[config.mk]
export PLATFORM = sky130hd
export DESIGN_NAME = plti_ctrl
export DESIGN_NICKNAME = d
export VERILOG_FILES = /design/src/hdl/plti_pkg.sv /design/src/hdl/plti_ctrl.sv
export SDC_FILE = /design/constraint.sdc
export NUM_CORES = 1
export LEC_CHECK = 0
export ABC_AREA = 1
export BUFFER_PORTS_ARGS = -buffer_cell sky130_fd_sc_hd__buf_4
export CAP_MARGIN = 10
export CORE_AREA = 2 2 39 41
export DETAILED_ROUTE_END_ITERATION = 10
export DIE_AREA = 0 0 41 43
export GPL_ROUTABILITY_DRIVEN = 0
export HOLD_SLACK_MARGIN = 0.03
export PLACE_DENSITY = 0.72
export SYNTH_ARGS = -nofsm -noshare
export SYNTH_HDL_FRONTEND = slang
export SYNTH_SLANG_ARGS = --single-unit
[constraint.sdc]
create_clock -name clock -period 1.8 [get_ports clock]
set_input_delay 0.27 -clock clock [delete_from_list [all_inputs] [get_ports clock]]
set_output_delay 0.27 -clock clock [all_outputs]
set_load 0.005 [all_outputs]
[src/hdl/plti_pkg.sv]
`default_nettype none

package plti_pkg;

   // fixed field widths
   localparam int VALUE_WIDTH  = 32;
   localparam int INDEX_WIDTH  = 6;
   localparam int COUNT_WIDTH  = 7;
   localparam int DIV_WIDTH    = VALUE_WIDTH + 1;
   localparam int DIV_CNT_WIDTH = $clog2(DIV_WIDTH);

   localparam logic [COUNT_WIDTH-1:0] COUNT_RESET = COUNT_WIDTH'(2);

   typedef enum logic [0:0] {
      CMD_LOAD  = 1'b0,
      CMD_QUERY = 1'b1
   } cmd_type;

   typedef enum logic [1:0] {
      CLAMP_NONE = 2'd0,
      CLAMP_LOW  = 2'd1,
      CLAMP_HIGH = 2'd2
   } clamp_type;

   typedef enum logic [1:0] {
      ADDR_FIRST = 2'd0,
      ADDR_LAST  = 2'd1,
      ADDR_MID   = 2'd2
   } addr_sel_type;

   typedef struct packed {
      cmd_type                         cmd;
      logic [INDEX_WIDTH-1:0]          point_index;
      logic signed [VALUE_WIDTH-1:0]   point_x;
      logic signed [VALUE_WIDTH-1:0]   point_y;
      logic signed [VALUE_WIDTH-1:0]   query_x;
   } req_type;

   typedef struct packed {
      logic signed [VALUE_WIDTH-1:0]   value_y;
      clamp_type                       clamp_status;
   } rsp_type;

   // controller to datapath
   typedef struct packed {
      logic          idle;
      addr_sel_type  addr_sel;
      logic          take_lo;
      logic          take_hi;
      logic          probe_update;
      logic          div_start;
      logic          div_step;
      logic          res_load;
      clamp_type     res_status;
      logic          load_rsp;
   } ctl_cmd_type;

   // datapath to controller
   typedef struct packed {
      logic query_start;
      logic query_le_rd;
      logic query_ge_rd;
      logic search_done;
      logic div_last;
      logic rsp_free;
   } ctl_sts_type;

endpackage

`default_nettype wire

[src/hdl/plti_ctrl.sv]
`default_nettype none

module plti_ctrl (
   input  wire logic                  clock,
   input  wire logic                  reset,
   input  wire plti_pkg::ctl_sts_type sts,
   output plti_pkg::ctl_cmd_type      cmd
);

   typedef enum logic [7:0] {
      S_IDLE   = 8'b0000_0001,
      S_FIRST  = 8'b0000_0010,
      S_LAST   = 8'b0000_0100,
      S_SEARCH = 8'b0000_1000,
      S_PROBE  = 8'b0001_0000,
      S_DIV    = 8'b0010_0000,
      S_FIN    = 8'b0100_0000,
      S_OUT    = 8'b1000_0000
   } state_type;

   state_type state_ff;
   state_type state_in;

   always_comb begin
      state_in         = state_ff;
      cmd              = '0;
      cmd.addr_sel     = plti_pkg::ADDR_FIRST;
      cmd.res_status   = plti_pkg::CLAMP_NONE;
      case (state_ff)
         S_IDLE: begin
            cmd.idle = 1'b1;
            if (sts.query_start) begin
               state_in = S_FIRST;
            end
         end
         S_FIRST: begin
            if (sts.query_le_rd) begin
               cmd.res_load   = 1'b1;
               cmd.res_status = plti_pkg::CLAMP_LOW;
               state_in       = S_OUT;
            end else begin
               cmd.take_lo  = 1'b1;
               cmd.addr_sel = plti_pkg::ADDR_LAST;
               state_in     = S_LAST;
            end
         end
         S_LAST: begin
            if (sts.query_ge_rd) begin
               cmd.res_load   = 1'b1;
               cmd.res_status = plti_pkg::CLAMP_HIGH;
               state_in       = S_OUT;
            end else begin
               cmd.take_hi = 1'b1;
               state_in    = S_SEARCH;
            end
         end
         S_SEARCH: begin
            if (sts.search_done) begin
               cmd.div_start = 1'b1;
               state_in      = S_DIV;
            end else begin
               cmd.addr_sel = plti_pkg::ADDR_MID;
               state_in     = S_PROBE;
            end
         end
         S_PROBE: begin
            cmd.probe_update = 1'b1;
            state_in         = S_SEARCH;
         end
         S_DIV: begin
            cmd.div_step = 1'b1;
            if (sts.div_last) begin
               state_in = S_FIN;
            end
         end
         S_FIN: begin
            cmd.res_load   = 1'b1;
            cmd.res_status = plti_pkg::CLAMP_NONE;
            state_in       = S_OUT;
         end
         S_OUT: begin
            if (sts.rsp_free) begin
               cmd.load_rsp = 1'b1;
               state_in     = S_IDLE;
            end
         end
         default: begin
            state_in = S_IDLE;
         end
      endcase
   end

   always_ff @(posedge clock) begin
      if (reset) begin
         state_ff <= S_IDLE;
      end else begin
         state_ff <= state_in;
      end
   end

endmodule

`default_nettype wire

==> qor.yml <==
sta:
  finalMaxSlewViolations: 0
  finalHoldViolations: 0
  worstMarginPinSlew_ps: 232
  fmax_ghz: 0.615
  skew_ps: 5.65
  setup_viol: 0
  timing.slew.headroom: 0.844
  fin_crit_ps: 1630
  tns_ps: 0
  rsz0062_at_grt: "false"
  fin_crit_sh: 0.903
die:
  num_io_pins: 20
  die_h_um: 43
  dieWidth_um: 41
  fp-row-count: 14
  dieArea_mm2: 0.00176
  core_area_mm2: 0.00138
  start_util: 0.429
power:
  p_seq_frac: 0.317
  power.switching_uw: 304
  p_leak_uw: 0.000409
  p_sw_frac: 0.422
  ir_drop_mv: 0.496
  pwr-share-clk: 0.192
  power.density_mw_per_mm2: 924
  power_frac_comb: 0.490
  p_int_uw: 417
  power.total_uw: 721
worst_hold_path:
  whs_endpoint: "state_ff[1]$_SDFFE_PP0P_"
  min_path_type: "in2reg"
  holdCritStartpoint: "reset"
  min_path_cells: 2
yosys:
  synthesis.nets: 96
  synth_cell_type_count: 20
  syn_inst: 88
  netlist_area_um2: 593
  synth_area_per_cell_um2: 6.74
  synth_warnings: 0
  synth_top_area_cell: "dfxtp_1"
  synth.top_cell.area_share: 0.270
  ys_ff_latch: 8
  yosysSeqAreaShare: 0.270
  yosys-top-cells-area: "dfxtp_1 27%, nor2_1 14%, inv_1 11%"
drt:
  drtIter0Drc: 4
  vias: 591
  detail-route-antenna-nets: 0
  viasPerCell: 4.69
  drt-total-wl_um: 1240
  wl_per_cell_um: 9.86
  dr.pass1.iters: 4
  drcViolationCount: 0
cells_and_area:
  final_cell_mix: "21 x nor2_1, 19 x buf_4, 17 x inv_1, 8 x nand2_1, 8 x dfxtp_1"
  final_common_cell: "nor2_1"
  reg_top3: "state_ff (8)"
  area_growth_pct: 31.6
  drive_gt1_frac: 0.400
  utilization: 0.564
  final_cell_area_um2: 781
  diodes: 0
  final_cells: 126
  top_register: "state_ff"
  layout.nets: 120
  largest_reg_flops: 8
critical_path:
  critPathCaptureType: "output port"
  start_kind: "flip-flop"
  reg2reg_slack_ps: 550
  cp_cell_sequence: "nor2_4, nand2_4, nor2_1, inv_1, nor2_2, buf_4"
  cp.required_ps: 1530
  rr_worst_depth: 9
  path_class: "reg2out"
  reg2reg_to: "state_ff[7]$_SDFFE_PP0P_"
  cp_slowest_stage_delay_ps: 340
  worstPathArrival_ps: 1360
  reg2reg_from: "state_ff[5]$_SDFFE_PP0P_"
  cp_max_fo: 4
  slowest_stage: "dfxtp_1"
clock_tree:
  h-tree-depth: 1
  cts-root-buf: "clkbuf_4"
  post-cts-setup-buffers: 0
  clock_latency_ps: 260
  tritoncts: "yes"
  clk_pin_slew_ps: 50
  cts_buffers: 3
  clockBufferDepth: 2
  cts.sinks: 8
grt:
  grt_pass1_vias: 521
  overflow: 0
  grt_max_degree: 6
  track_usage: 0.179
  grt_pass1_wl_um: 2010
  grt_antenna_before_repair: 0
placed_design:
  dp_hpwl_um: 1100
  post_dp_cell_area_um2: 756
  dp.cells: 123
  port_buffers: 19
flow_run:
  cap_violations: 0
status:
  status: "finished clean"
==> synth_stat cells, drive strengths merged <==
| cell | instances |
|---|---|
| a21oi | 1 |
| inv | 19 |
| nand3 | 5 |
| nand4 | 2 |
| nand2 | 15 |
| nor3 | 2 |
| nor2 | 32 |
| nor4 | 1 |
| dfxtp | 8 |
| o21ai | 1 |
| o21a | 1 |
| o211ai | 1 |
==> worst max-delay path by stage <==
stage                        startpoint  endpoint  slack, ps  cells past startpoint
2_1_floorplan  state_ff[5]$_SDFFE_PP0P_    cmd[5]        630                      5
3_5_place_dp   state_ff[7]$_SDFFE_PP0P_    cmd[5]        410                      6
6_report       state_ff[7]$_SDFFE_PP0P_    cmd[5]        170                      6
5_1_grt        state_ff[5]$_SDFFE_PP0P_    cmd[5]         40                      6
3_3_place_gp   state_ff[7]$_SDFFE_PP0P_    cmd[5]        410                      6
4_1_cts        state_ff[7]$_SDFFE_PP0P_    cmd[5]        130                      6
==> per-stage QoR <==
step	worst slack (ps)	hold WS [ps]
3_5_place_dp	409	463
3_3_place_gp	409	465
5_1_grt	37.7	188
6_report	175	193
2_1_floorplan	631	342
4_1_cts	128	189
==> kinds of logic after synthesis <==
family	share of synthesized area
AOI/OAI and AO/OA	0.0422
buffers and inverters	0.120
and+or+nand+nor	0.567
DFF	0.270
==> cell type report <==
cell class | count | area [um2]
Clock buffer | 3 | 22.5
Fill cell | 139 | 603
Inverter | 19 | 71.3
Multi-Input combinational cell | 61 | 364
Sequential cell | 8 | 160
Tap cell | 16 | 20.0
Timing Repair Buffer | 19 | 143
==> critical path, delay by kind of cell (launching register included) <==
| kind | cells | cell delay, ps |
|---|---|---|
| buf+inv | 2 | 220 |
| flops | 1 | 340 |
| simple gates | 4 | 540 |
==> metal layers <==
metal  GRT usage  share of wire  vias to the layer above
met5           0              0                        -
met4       0.140          0.043                        0
met3      0.0628          0.067                        5
met2       0.272           0.46                       23
met1       0.189           0.43                      253
li1            -              -                      310
==> repair_timing <==
item | CTS | global route
setup endpoints to repair | 0 | 1
resized for setup | 0 | 1
hold buffers | 0 | 0
==> power by group through the flow <==
stage	Clock [uW]	Combinational (uW)	Sequential, uW
detailed placement	0	358	233
CTS	142	358	229
finish	139	354	229
global placement	0	346	230
global route	156	390	232
floorplan	0	265	229
(Power assumes the default switching activity.)
