File: src/hdl/plti_pkg.sv
`default_nettype none

package plti_pkg;

   // fixed field widths
   localparam int VALUE_WIDTH  = 32;
   localparam int INDEX_WIDTH  = 6;
   localparam int COUNT_WIDTH  = 7;
   localparam int DIV_WIDTH    = VALUE_WIDTH + 1;
   localparam int DIV_CNT_WIDTH = $clog2(DIV_WIDTH);

   localparam logic [COUNT_WIDTH-1:0] COUNT_RESET = COUNT_WIDTH'(2);

   typedef enum logic [0:0] {
      CMD_LOAD  = 1'b0,
      CMD_QUERY = 1'b1
   } cmd_type;

   typedef enum logic [1:0] {
      CLAMP_NONE = 2'd0,
      CLAMP_LOW  = 2'd1,
      CLAMP_HIGH = 2'd2
   } clamp_type;

   typedef enum logic [1:0] {
      ADDR_FIRST = 2'd0,
      ADDR_LAST  = 2'd1,
      ADDR_MID   = 2'd2
   } addr_sel_type;

   typedef struct packed {
      cmd_type                         cmd;
      logic [INDEX_WIDTH-1:0]          point_index;
      logic signed [VALUE_WIDTH-1:0]   point_x;
      logic signed [VALUE_WIDTH-1:0]   point_y;
      logic signed [VALUE_WIDTH-1:0]   query_x;
   } req_type;

   typedef struct packed {
      logic signed [VALUE_WIDTH-1:0]   value_y;
      clamp_type                       clamp_status;
   } rsp_type;

   // controller to datapath
   typedef struct packed {
      logic          idle;
      addr_sel_type  addr_sel;
      logic          take_lo;
      logic          take_hi;
      logic          probe_update;
      logic          div_start;
      logic          div_step;
      logic          res_load;
      clamp_type     res_status;
      logic          load_rsp;
   } ctl_cmd_type;

   // datapath to controller
   typedef struct packed {
      logic query_start;
      logic query_le_rd;
      logic query_ge_rd;
      logic search_done;
      logic div_last;
      logic rsp_free;
   } ctl_sts_type;

endpackage

`default_nettype wire

File: src/hdl/plti_dp.sv
`default_nettype none

module plti_dp #(
   parameter int TABLE_DEPTH = 64
) (
   input  wire logic                                     clock,
   input  wire logic                                     reset,
   input  wire plti_pkg::ctl_cmd_type                    cmd,
   output plti_pkg::ctl_sts_type                         sts,
   input  wire logic                                     req_valid,
   input  wire plti_pkg::req_type                        req_data,
   output logic                                          rsp_valid,
   input  wire logic                                     rsp_stall,
   output plti_pkg::rsp_type                             rsp_data,
   input  wire logic                                     csr_valid,
   input  wire logic [plti_pkg::COUNT_WIDTH-1:0]         csr_data,
   output logic                                          ram_wr_en,
   output logic [$clog2(TABLE_DEPTH)-1:0]                ram_wr_addr,
   output logic [2*plti_pkg::VALUE_WIDTH-1:0]            ram_wr_data,
   output logic [$clog2(TABLE_DEPTH)-1:0]                ram_rd_addr,
   input  wire logic [2*plti_pkg::VALUE_WIDTH-1:0]       ram_rd_data
);

   localparam int AW = $clog2(TABLE_DEPTH);
   localparam int VW = plti_pkg::VALUE_WIDTH;
   localparam int DW = plti_pkg::DIV_WIDTH;
   localparam int CW = plti_pkg::DIV_CNT_WIDTH;

   logic [plti_pkg::COUNT_WIDTH-1:0] count_ff;

   logic signed [VW-1:0] query_ff;
   logic [AW-1:0]        lo_idx_ff, hi_idx_ff;
   logic signed [VW-1:0] lo_x_ff, lo_y_ff, hi_x_ff, hi_y_ff;

   logic [VW-1:0]        span_ff, dx_ff;
   logic                 neg_ff;
   logic [VW-1:0]        div_r_ff;
   logic [DW-1:0]        div_q_ff, div_b_ff;
   logic [CW-1:0]        div_cnt_ff;

   logic signed [VW-1:0] res_ff;
   plti_pkg::clamp_type  res_status_ff;
   logic                 rsp_valid_ff;
   plti_pkg::rsp_type    rsp_data_ff;

   logic                 accept;
   logic [31:0]          idx_w;
   logic [31:0]          n_w;
   logic [31:0]          last_w;
   logic [AW-1:0]        last_idx;
   logic [AW:0]          mid_sum;
   logic [AW-1:0]        mid_idx;
   logic [AW-1:0]        idx_diff;
   logic signed [VW-1:0] rd_x, rd_y;

   logic [VW:0]          span_w, dx_w, dy_w, mag_w;
   logic [VW+1:0]        div_t, div_m1, div_m2;
   logic                 ge1, ge2;
   logic [VW+1:0]        div_r_wide;
   logic [VW-1:0]        div_r_in;
   logic [DW-1:0]        div_q_in;
   logic [VW:0]          res_wide;
   logic signed [VW-1:0] res_in;

   // input side
   assign accept = req_valid & cmd.idle;
   assign idx_w  = 32'(req_data.point_index);

   assign ram_wr_en   = accept & (req_data.cmd == plti_pkg::CMD_LOAD)
                        & (idx_w < 32'(TABLE_DEPTH));
   assign ram_wr_addr = idx_w[AW-1:0];
   assign ram_wr_data = {req_data.point_x, req_data.point_y};

   // count clamped into range 2..TABLE_DEPTH
   always_comb begin
      n_w = 32'(count_ff);
      if (n_w < 32'd2) begin
         n_w = 32'd2;
      end
      if (n_w > 32'(TABLE_DEPTH)) begin
         n_w = 32'(TABLE_DEPTH);
      end
   end
   assign last_w   = n_w - 32'd1;
   assign last_idx = last_w[AW-1:0];

   assign mid_sum  = {1'b0, lo_idx_ff} + {1'b0, hi_idx_ff};
   assign mid_idx  = mid_sum[AW:1];
   assign idx_diff = hi_idx_ff - lo_idx_ff;

   always_comb begin
      case (cmd.addr_sel)
         plti_pkg::ADDR_FIRST: ram_rd_addr = '0;
         plti_pkg::ADDR_LAST:  ram_rd_addr = last_idx;
         plti_pkg::ADDR_MID:   ram_rd_addr = mid_idx;
         default:              ram_rd_addr = '0;
      endcase
   end

   assign rd_x = ram_rd_data[2*VW-1:VW];
   assign rd_y = ram_rd_data[VW-1:0];

   // operand prep for the divide
   assign span_w = {hi_x_ff[VW-1], hi_x_ff} - {lo_x_ff[VW-1], lo_x_ff};
   assign dx_w   = {query_ff[VW-1], query_ff} - {lo_x_ff[VW-1], lo_x_ff};
   assign dy_w   = {hi_y_ff[VW-1], hi_y_ff} - {lo_y_ff[VW-1], lo_y_ff};
   assign mag_w  = dy_w[VW] ? (~dy_w + (VW+1)'(1)) : dy_w;

   // one multiplier bit per step: r = 2r + a*bit, reduced by up to 2m
   assign div_t  = {1'b0, div_r_ff, 1'b0} + (div_b_ff[DW-1] ? {2'b00, dx_ff} : '0);
   assign div_m1 = {2'b00, span_ff};
   assign div_m2 = {1'b0, span_ff, 1'b0};
   assign ge2    = div_t >= div_m2;
   assign ge1    = div_t >= div_m1;

   always_comb begin
      if (ge2) begin
         div_r_wide = div_t - div_m2;
      end else if (ge1) begin
         div_r_wide = div_t - div_m1;
      end else begin
         div_r_wide = div_t;
      end
   end
   assign div_r_in = div_r_wide[VW-1:0];
   assign div_q_in = {div_q_ff[DW-2:0], 1'b0} + DW'({ge2, ge1 & ~ge2});

   // result lies between the two y values, so truncation is exact
   assign res_wide = neg_ff ? ({lo_y_ff[VW-1], lo_y_ff} - div_q_ff)
                            : ({lo_y_ff[VW-1], lo_y_ff} + div_q_ff);
   assign res_in   = (cmd.res_status == plti_pkg::CLAMP_NONE) ? res_wide[VW-1:0] : rd_y;

   always_ff @(posedge clock) begin
      if (reset) begin
         count_ff <= plti_pkg::COUNT_RESET;
      end else if (csr_valid) begin
         count_ff <= csr_data;
      end
   end

   always_ff @(posedge clock) begin
      if (accept && (req_data.cmd == plti_pkg::CMD_QUERY)) begin
         query_ff <= req_data.query_x;
      end
      if (cmd.take_lo) begin
         lo_idx_ff <= '0;
         lo_x_ff   <= rd_x;
         lo_y_ff   <= rd_y;
      end
      if (cmd.take_hi) begin
         hi_idx_ff <= last_idx;
         hi_x_ff   <= rd_x;
         hi_y_ff   <= rd_y;
      end
      if (cmd.probe_update) begin
         if (rd_x < query_ff) begin
            lo_idx_ff <= mid_idx;
            lo_x_ff   <= rd_x;
            lo_y_ff   <= rd_y;
         end else begin
            hi_idx_ff <= mid_idx;
            hi_x_ff   <= rd_x;
            hi_y_ff   <= rd_y;
         end
      end
      if (cmd.div_start) begin
         span_ff    <= span_w[VW-1:0];
         dx_ff      <= dx_w[VW-1:0];
         neg_ff     <= dy_w[VW];
         div_b_ff   <= mag_w;
         div_r_ff   <= '0;
         div_q_ff   <= '0;
         div_cnt_ff <= CW'(DW - 1);
      end
      if (cmd.div_step) begin
         div_r_ff   <= div_r_in;
         div_q_ff   <= div_q_in;
         div_b_ff   <= {div_b_ff[DW-2:0], 1'b0};
         div_cnt_ff <= div_cnt_ff - CW'(1);
      end
      if (cmd.res_load) begin
         res_ff        <= res_in;
         res_status_ff <= cmd.res_status;
      end
      if (cmd.load_rsp) begin
         rsp_data_ff.value_y      <= res_ff;
         rsp_data_ff.clamp_status <= res_status_ff;
      end
   end

   always_ff @(posedge clock) begin
      if (reset) begin
         rsp_valid_ff <= 1'b0;
      end else if (cmd.load_rsp) begin
         rsp_valid_ff <= 1'b1;
      end else if (!rsp_stall) begin
         rsp_valid_ff <= 1'b0;
      end
   end

   assign rsp_valid = rsp_valid_ff;
   assign rsp_data  = rsp_data_ff;

   assign sts.query_start = accept & (req_data.cmd == plti_pkg::CMD_QUERY);
   assign sts.query_le_rd = query_ff <= rd_x;
   assign sts.query_ge_rd = query_ff >= rd_x;
   assign sts.search_done = idx_diff <= AW'(1);
   assign sts.div_last    = div_cnt_ff == '0;
   assign sts.rsp_free    = ~rsp_valid_ff | ~rsp_stall;

endmodule

`default_nettype wire

File: config.mk
export PLATFORM = sky130hd
export DESIGN_NAME = plti_dp
export DESIGN_NICKNAME = d
export VERILOG_FILES = /design/src/hdl/plti_pkg.sv /design/src/hdl/plti_dp.sv
export SDC_FILE = /design/constraint.sdc
export NUM_CORES = 1
export LEC_CHECK = 0
export BUFFER_PORTS_ARGS = -buffer_cell sky130_fd_sc_hd__buf_2
export CAP_MARGIN = 20
export CORE_MARGIN = 1.5
export CORE_UTILIZATION = 55
export CTS_CLUSTER_SIZE = 14
export DETAILED_ROUTE_END_ITERATION = 7
export PLACE_DENSITY = 0.75
export SYNTH_ARGS = -nofsm -noshare
export SYNTH_HDL_FRONTEND = slang
export SYNTH_SLANG_ARGS = --single-unit
File: constraint.sdc
create_clock -name clock -period 7.6 [get_ports clock]
set_clock_uncertainty 0.2 [all_clocks]
set_input_delay 1.52 -clock clock [delete_from_list [all_inputs] [get_ports clock]]
set_output_delay 1.52 -clock clock [all_outputs]
set_load 0.01 [all_outputs]
==> results of run 1 <==
metrics by stage:
stage	total power (W)	hold WS, ns	instances
2_1_floorplan	0.00949	0.200	3238
3_3_place_gp	0.0111	0.201	4001
3_5_place_dp	0.0112	0.205	4001
4_1_cts	0.0138	0.217	4095
5_1_grt	0.0149	0.222	4095
6_report	0.0139	0.216	4095
cells by family (layout without fill, tap and decap cells):
logic type                 after synthesis  count (layout)  share of synthesized area [%]
adders and majority gates              281             281                           11.7
muxes                                  174             174                           6.11
and+or+nand+nor                        840             840                           13.7
buffers and inverters                  400             509                           6.16
AOI/OAI and AO/OA                      850             850                           18.5
DFF                                    416             416                           35.8
xor gates and xnor gates               277             277                           7.99
worst max-delay path, stage by stage, from the launching register on:
cell and delay, ns:
edfxtp_1 0.40, buf_4 0.23, and2_1 0.19, fa_1 0.43, a21oi_1 0.18, o21ai_1 0.14, a21oi_2 0.26, o21ai_1 0.18
a311o_1 0.47, a311o_1 0.41, xor2_1 0.19, ha_1 0.41, nand2_1 0.12, nor3_1 0.16, o21ai_0 0.14, and3_1 0.23
o311a_2 0.36, inv_2 0.06, ha_1 0.24, nand3_1 0.20, nor3_1 0.27, buf_4 0.19, nand2_1 0.09, nor3_1 0.46
nand3_1 0.18, xnor2_1 0.16, nor2_1 0.05
cell usage after synthesis, drive strengths merged, types with 21 or more instances:
cell / number / area (um^2)
xnor2: 194 / 1730
ha: 272 / 3400
and3: 35 / 224
a211oi: 26 / 240
buf: 112 / 807
nand2: 219 / 825
nand2b: 25 / 156
a31oi: 30 / 224
dfxtp: 149 / 2980
nand3: 76 / 395
a21o: 98 / 736
clkbuf: 59 / 223
or3: 21 / 141
mux2: 107 / 1200
inv: 228 / 856
and2: 48 / 300
o21a: 38 / 293
o211ai: 21 / 163
nor3: 58 / 305
nor2: 219 / 832
nor2b: 36 / 225
edfxtp: 267 / 8020
a21oi: 252 / 1290
o21ai: 203 / 1020
nand4: 36 / 238
o21bai: 32 / 240
xor2: 83 / 727
mux2i: 67 / 671
report_power, final:
part	internal, W	switching [W]	leakage [nW]	total, W
Combinational	0.00331	0.00478	9.67	0.00809
Sequential	0.00302	0.000232	3.96	0.00325
Clock	0.00154	0.000996	0.852	0.00253
Total	0.00787	0.00601	14.5	0.0139
cells in the final DEF (no fill, tap or decap), types with 34 or more instances in the layout:
cell and instances:
a21o_1 98, a21oi_1 246, and2_1 47, buf_2 168, clkbuf_16 51, dfxtp_1 149, edfxtp_1 267, ha_1 272
inv_1 226, mux2_2 94, mux2i_1 67, nand2_1 217, nand3_1 73, nand4_1 34, nor2_1 217, nor2b_1 36
nor3_1 55, o21a_1 37, o21ai_0 173, xnor2_1 192, xor2_1 83
per-layer routing:
layer	up-vias	global-route usage, %	routed length (um)
li1	11800	-	-
met1	11300	32.7	32400
met2	705	43.0	34600
met3	151	3.66	4100
met4	0	9.26	2410
met5	-	0	0
cell type report:
cell class	instances	area, um^2	area share, %
well taps	748	936	2.81
clock inverters	36	455	1.37
flip-flops and latches	416	11000	33.0
inverters	229	860	2.58
multi-input cells	2422	17800	53.4
repair buffers	186	976	2.93
clock buffers	58	1320	3.96
worst max path at each step:
stage | slack, ns | endpoint | from
after floorplan | 1.17 | div_q_ff[31] | div_b_ff[32]
after global placement | 1.06 | div_q_ff[31] | div_b_ff[32]
after detailed placement | 0.90 | div_q_ff[31] | div_b_ff[32]
after CTS | 0.72 | div_q_ff[31] | div_b_ff[32]
after global routing | 0.26 | div_q_ff[31] | div_b_ff[32]
final | 0.73 | div_q_ff[31] | div_b_ff[32]
==> summary.md, run 1 <==
| Metric | Value |
|---|---|
| WHS Endpoint | rsp_data[14] |
| Yosys warns | 0 |
| Port Buffers | roughly 170 |
| Asr flop ratio synth | 0% |
| Setup TNS | 0 ns |
| Place WS | 0.902 ns |
| Internal reg-to-reg setup slack | 0.73 ns |
| Slew Viols, Final | 0 |
| Skew-Pair Late Insertion Delay | between 0.5 and 0.6 ns |
| CP Class | flip-flop to flip-flop |
| Final nets | 3777 |
| Leak pwr | 14.5 nW |
| Hold Buf Count CTS | 0 |
| Buffer count from post-CTS setup fixing | 0 |
| Data arrival time of the worst path | 7.00 ns |
| Layout fillers | approximately 4800 |
| TritonCTS clock tree | yes |
| Min cycle time layout | about 7 ns |
| Critical hold path startpoint | res_ff[12] |
| Post-Syn Area per Cell | 9.48 um^2 |
| Clock-pin transition on the worst setup and hold timing paths | 0.06 ns |
| Number of synthesized flops with an enable pin | 267 |
| Synth unique cells | 119 |
| DRC | 0 |
| Tcrit/Tclk final | 90.5% |
| DRT Pass-1 Iters | 7 |
| Setup WS post-layout | a little over 0.7 ns |
| Vias in the first global route | 22800 |
| Largest register FFs | 34 |
| Maximum vdd drop | 0.231 mV |
| Post-Synthesis Cell Area | 30700 um^2 |
| Initial DRC count | 1763 |
| Worst-path fanout max | 30 |
| Max Cap Viol | 0 |
| I/O pin total | 309 |
| GRT overflow | 0 |
| Chip width | 239 um |
| Outcome | completed |
| Root Driver | clkbuf_16 |
| Post-DR wirelength/cell | ~18 um |
| Post-CTS Resized | 0 |
| WP data required | 7.73 ns |
| Antenna Violating Nets Remaining | 0 |
| Critical Path End Type | flip-flop |
| Initial antenna violation count | 1 |
| Post-placement cell area | approximately 32000 um^2 |
| CTS max path bufs | 3 |
| Synthesized Nets | 3710 |
| Vias/cell | ~5.8 |
| Worst r2r path cells | 26 |
| Worst hold path class | flip-flop to flip-flop |
| Hold path depth | 0 |
| WL final | 73.6 mm |
| Core box area | 55100 um^2 |
| Diode count | 0 |
| Post-synthesis sequential area ratio | between 30% and 40% |
| First-pass GRT wire length | 116 mm |
| Via count | 24000 |
| Mapped Cells | 3238 |
| Final setup violation count | 0 |
| Largest net degree at the start of global routing | 69 |
| Area growth syn-to-layout | 8.73% |
| Worst-Margin Slew | between 0.9 and 1 ns |
| Share of cells above drive strength 1 | 13.6% |
| Total Routing Usage GR | around 25% |
| RR Endpoint | div_q_ff[31] |
| DIE AREA | 57200 um^2 |
| # clock sinks | 416 |
| Final core utilization | between 60% and 70% |
| Max_slew headroom | approximately 35% |
| CP startpoint kind | flip-flop |
| Die Height | between 200 and 250 um |
| Ys flop type | edfxtp_1 |
| Synth Register Bits | 416 |
| CTS Buf Count | 50 |
| RSZ-0062 raised after global routing | false |
| PD cells | 416 nW/um^2 |
| Hpwl dp | 56.2 mm |
| Starting Density | 55.7% |
| Post-Layout Inst Area | 33400 um^2 |
| Final Hold Vio Count | 0 |
| Routability congestion estimate | slightly above 0.9 |
| Cell row count | 86 |
| Reg2reg start | div_b_ff[32] |
| Max frequency | between 100 and 150 MHz |
| H-tree levels | 2 |
(Power assumes the default switching activity.)
==> inputs of run 2 (changes only) <==
--- a/config.mk
+++ b/config.mk
@@ -11,7 +11,7 @@
 export CORE_UTILIZATION = 55
 export CTS_CLUSTER_SIZE = 14
 export DETAILED_ROUTE_END_ITERATION = 7
-export PLACE_DENSITY = 0.75
+export PLACE_DENSITY = 0.78
 export SYNTH_ARGS = -nofsm -noshare
 export SYNTH_HDL_FRONTEND = slang
 export SYNTH_SLANG_ARGS = --single-unit
==> constraint.sdc (replaced) <==
create_clock -name clock -period 5.7 [get_ports clock]
set_clock_uncertainty 0.2 [all_clocks]
set_input_delay 1.14 -clock clock [delete_from_list [all_inputs] [get_ports clock]]
set_output_delay 1.14 -clock clock [all_outputs]
set_load 0.01 [all_outputs]
==> run 2 against run 1 <==
Net effect:
- sequential power grew 35%
- worst setup slack lost 0.86 ns
- clock power grew 28%
- highest routed layer unchanged
- critical endpoint is now div_q_ff[27]
- largest power group unchanged
- flip-flop and latch count is the same
- count of clock-buffer cells in the layout shrank 4
- the flow now finishes with violations (setup timing)
- hold slack gained 0.00061 ns
==> summary.md, run 2 (synthesis gave the netlist of run 1 again) <==
| Metric | Value |
|---|---|
| Via count | 24600 |
| Initial DRC count | between 1500 and 2000 |
| Cell row count | 86 |
| TritonCTS clock tree | yes |
| CP peak stage delay | roughly 0.47 ns |
| Hold path depth | 0 |
| Routability congestion estimate | 0.936 |
| Outcome | complete, but fails checks |
| Final core utilization | a little over three fifths |
| Reg2reg start | div_b_ff[32] |
| Largest net degree at the start of global routing | between 60 and 70 |
| Chip width | 239 um |
| Critical Path End Type | flip-flop |
| Largest register FFs | 34 |
| Commonest non-fill, non-tap cell in the layout | edfxtp_1 |
| Starting Density | 55.7% |
| Reg area | roughly 11000 um^2 |
| Initial antenna violation count | 0 |
| PD cells | 568 nW/um^2 |
| H-tree levels | 2 |
| Worst-path fanout max | 8 |
| Leak pwr | 15.2 nW |
| Min cycle time layout | between 5 and 6 ns |
| Antenna Violating Nets Remaining | 0 |
| Setup WS post-layout | -0.135 ns |
| Layout fillers | 4538 |
| CTS max path bufs | 3 |
| Power Internal | 0.0113 W |
| Post-DR wirelength/cell | 18.0 um |
| Sw Ratio | 42.8% |
| Vias in the first global route | roughly 24000 |
| WL final | 75.7 mm |
| WP data required | 5.85 ns |
| Leading cell types in the layout, fill and taps excluded | edfxtp_1 (267), ha_1 (260), a21oi_1 (242), inv_1 (226), nand2_1 (215) |
| Logic pwr share | between 60% and 70% |
| Data arrival time of the worst path | 5.98 ns |
| Tcrit/Tclk final | 102% |
| Max_slew headroom | about a third |
| Sequential power share | about 22% |
| Root Driver | clkbuf_16 |
| Port Buffers | 168 |
| Violated checks | setup timing |
| Clock power share | between 10% and 20% |
| Share of cells above drive strength 1 | 18.2% |
| DIE AREA | 57200 um^2 |
| Worst r2r path cells | 29 |
| Final Hold Vio Count | 0 |
| Post-Layout Inst Area | 34700 um^2 |
| First-pass GRT wire length | approximately 120 mm |
| Area growth syn-to-layout | 13.1% |
| Vias/cell | just under 6 |
| Die Height | 239 um |
| End point of the critical path | div_q_ff[27] |
| Total Routing Usage GR | 25.6% |
| Worst-Margin Slew | 0.990 ns |
| RSZ-0062 raised after global routing | true |
| Final nets | 3897 |
| DRC | 0 |
| CP max-delay cell | edfxtp_1 |
| Maximum vdd drop | between 0.3 and 0.4 mV |
| Hpwl dp | 57.1 mm |
| Post-placement cell area | 32500 um^2 |
| # clock sinks | 416 |
| Max frequency | 171 MHz |
| DRT Pass-1 Iters | 6 |
| Clock-pin transition on the worst setup and hold timing paths | 0.06 ns |
| CP Class | flip-flop to flip-flop |
| Worst hold path class | flip-flop to flip-flop |
| Core box area | around 55000 um^2 |
| I/O pin total | just over 300 |
| Diode count | 0 |
| CP startpoint | div_b_ff[32] |
| Slew Viols, Final | 0 |
| CP most frequent cell | a21o_1 |
| RR Endpoint | div_q_ff[27] |
| Max Cap Viol | 0 |
| Final setup violation count | 6 |
| CTS Buf Count | 49 |
| GRT overflow | 0 |
| CP startpoint kind | flip-flop |
| Multi-input logic area | 18200 um^2 |
| Internal reg-to-reg setup slack | -0.13 ns |
| Skew-Pair Late Insertion Delay | around 0.61 ns |
| P_sw | 0.00844 W |
run 2: cell types whose count changed in the layout (fill, tap and decap cells not counted), sizes merged:
cell / change
clkinv: +5
buf: +120
inv: +4
clkbuf: -3
bufinv: -3
clkinvlp: -4
run 2: routing by layer:
layer | vias up | global-route usage [%] | routed length (um)
met1 | 11600 | 32.7 | 32400
met2 | 767 | 43.9 | 36200
met5 | - | 0 | 0
li1 | 12100 | - | -
met4 | 0 | 9.88 | 2830
met3 | 177 | 3.52 | 4180
run 2: power groups by stage:
stage	sequential, W	clock (W)	combinational [W]
final	0.00438	0.00323	0.0121
after global routing	0.00444	0.00341	0.0132
after floorplan	0.00428	0	0.00842
after global placement	0.00438	0	0.0112
after detailed placement	0.00440	0	0.0113
after CTS	0.00435	0.00330	0.0115
run 2: area by class of cell:
| type | instances | share of cell area [%] |
|---|---|---|
| repair buffers | 307 | 5.70 |
| well taps | 748 | 2.70 |
| clock inverters | 38 | 1.16 |
| clock buffers | 54 | 3.71 |
| inverters | 229 | 2.48 |
| flip-flops and latches | 416 | 31.7 |
| multi-input cells | 2422 | 52.5 |
run 2: what timing repair did:
action | in CTS | in global routing
pin swaps | 8 | 37
cloned | 0 | 2
gates resized for setup | 6 | 70
setup endpoints to repair | 14 | 56
hold buffers | 0 | 0
buffers inserted | 3 | 17
run 2: through the flow:
stage	cells	total power, W	hold WS, ns	TNS [ns]	setup WS, ns
after detailed placement	4101	0.0157	0.205	-1.26	-0.206
after floorplan	3238	0.0127	0.200	0	0.0168
after global placement	4101	0.0156	0.202	-0.181	-0.0729
after CTS	4196	0.0191	0.219	0	0.00661
after global routing	4214	0.0211	0.224	-4.29	-0.358
final	4214	0.0197	0.217	-0.380	-0.135
run 2: how the worst min path moves through the flow:
| stage | slack, ns | start | end |
|---|---|---|---|
| 6_report | 0.22 | res_ff[29] | rsp_data[31] |
| 5_1_grt | 0.22 | res_status_ff[1] | rsp_data[1] |
| 4_1_cts | 0.22 | res_ff[29] | rsp_data[31] |
| 3_5_place_dp | 0.20 | res_ff[8] | rsp_data[10] |
| 3_3_place_gp | 0.20 | res_ff[21] | rsp_data[23] |
| 2_1_floorplan | 0.20 | res_status_ff[0] | rsp_data[0] |
run 2: worst max-delay path: cells and delay by family, from the launching register on:
kind,cells,cell delay [ns]
compound gates,10,1.59
xor+xnor,2,0.35
fa+ha+maj,3,0.70
buf+inv,4,0.54
flops,1,0.47
simple gates,10,1.74
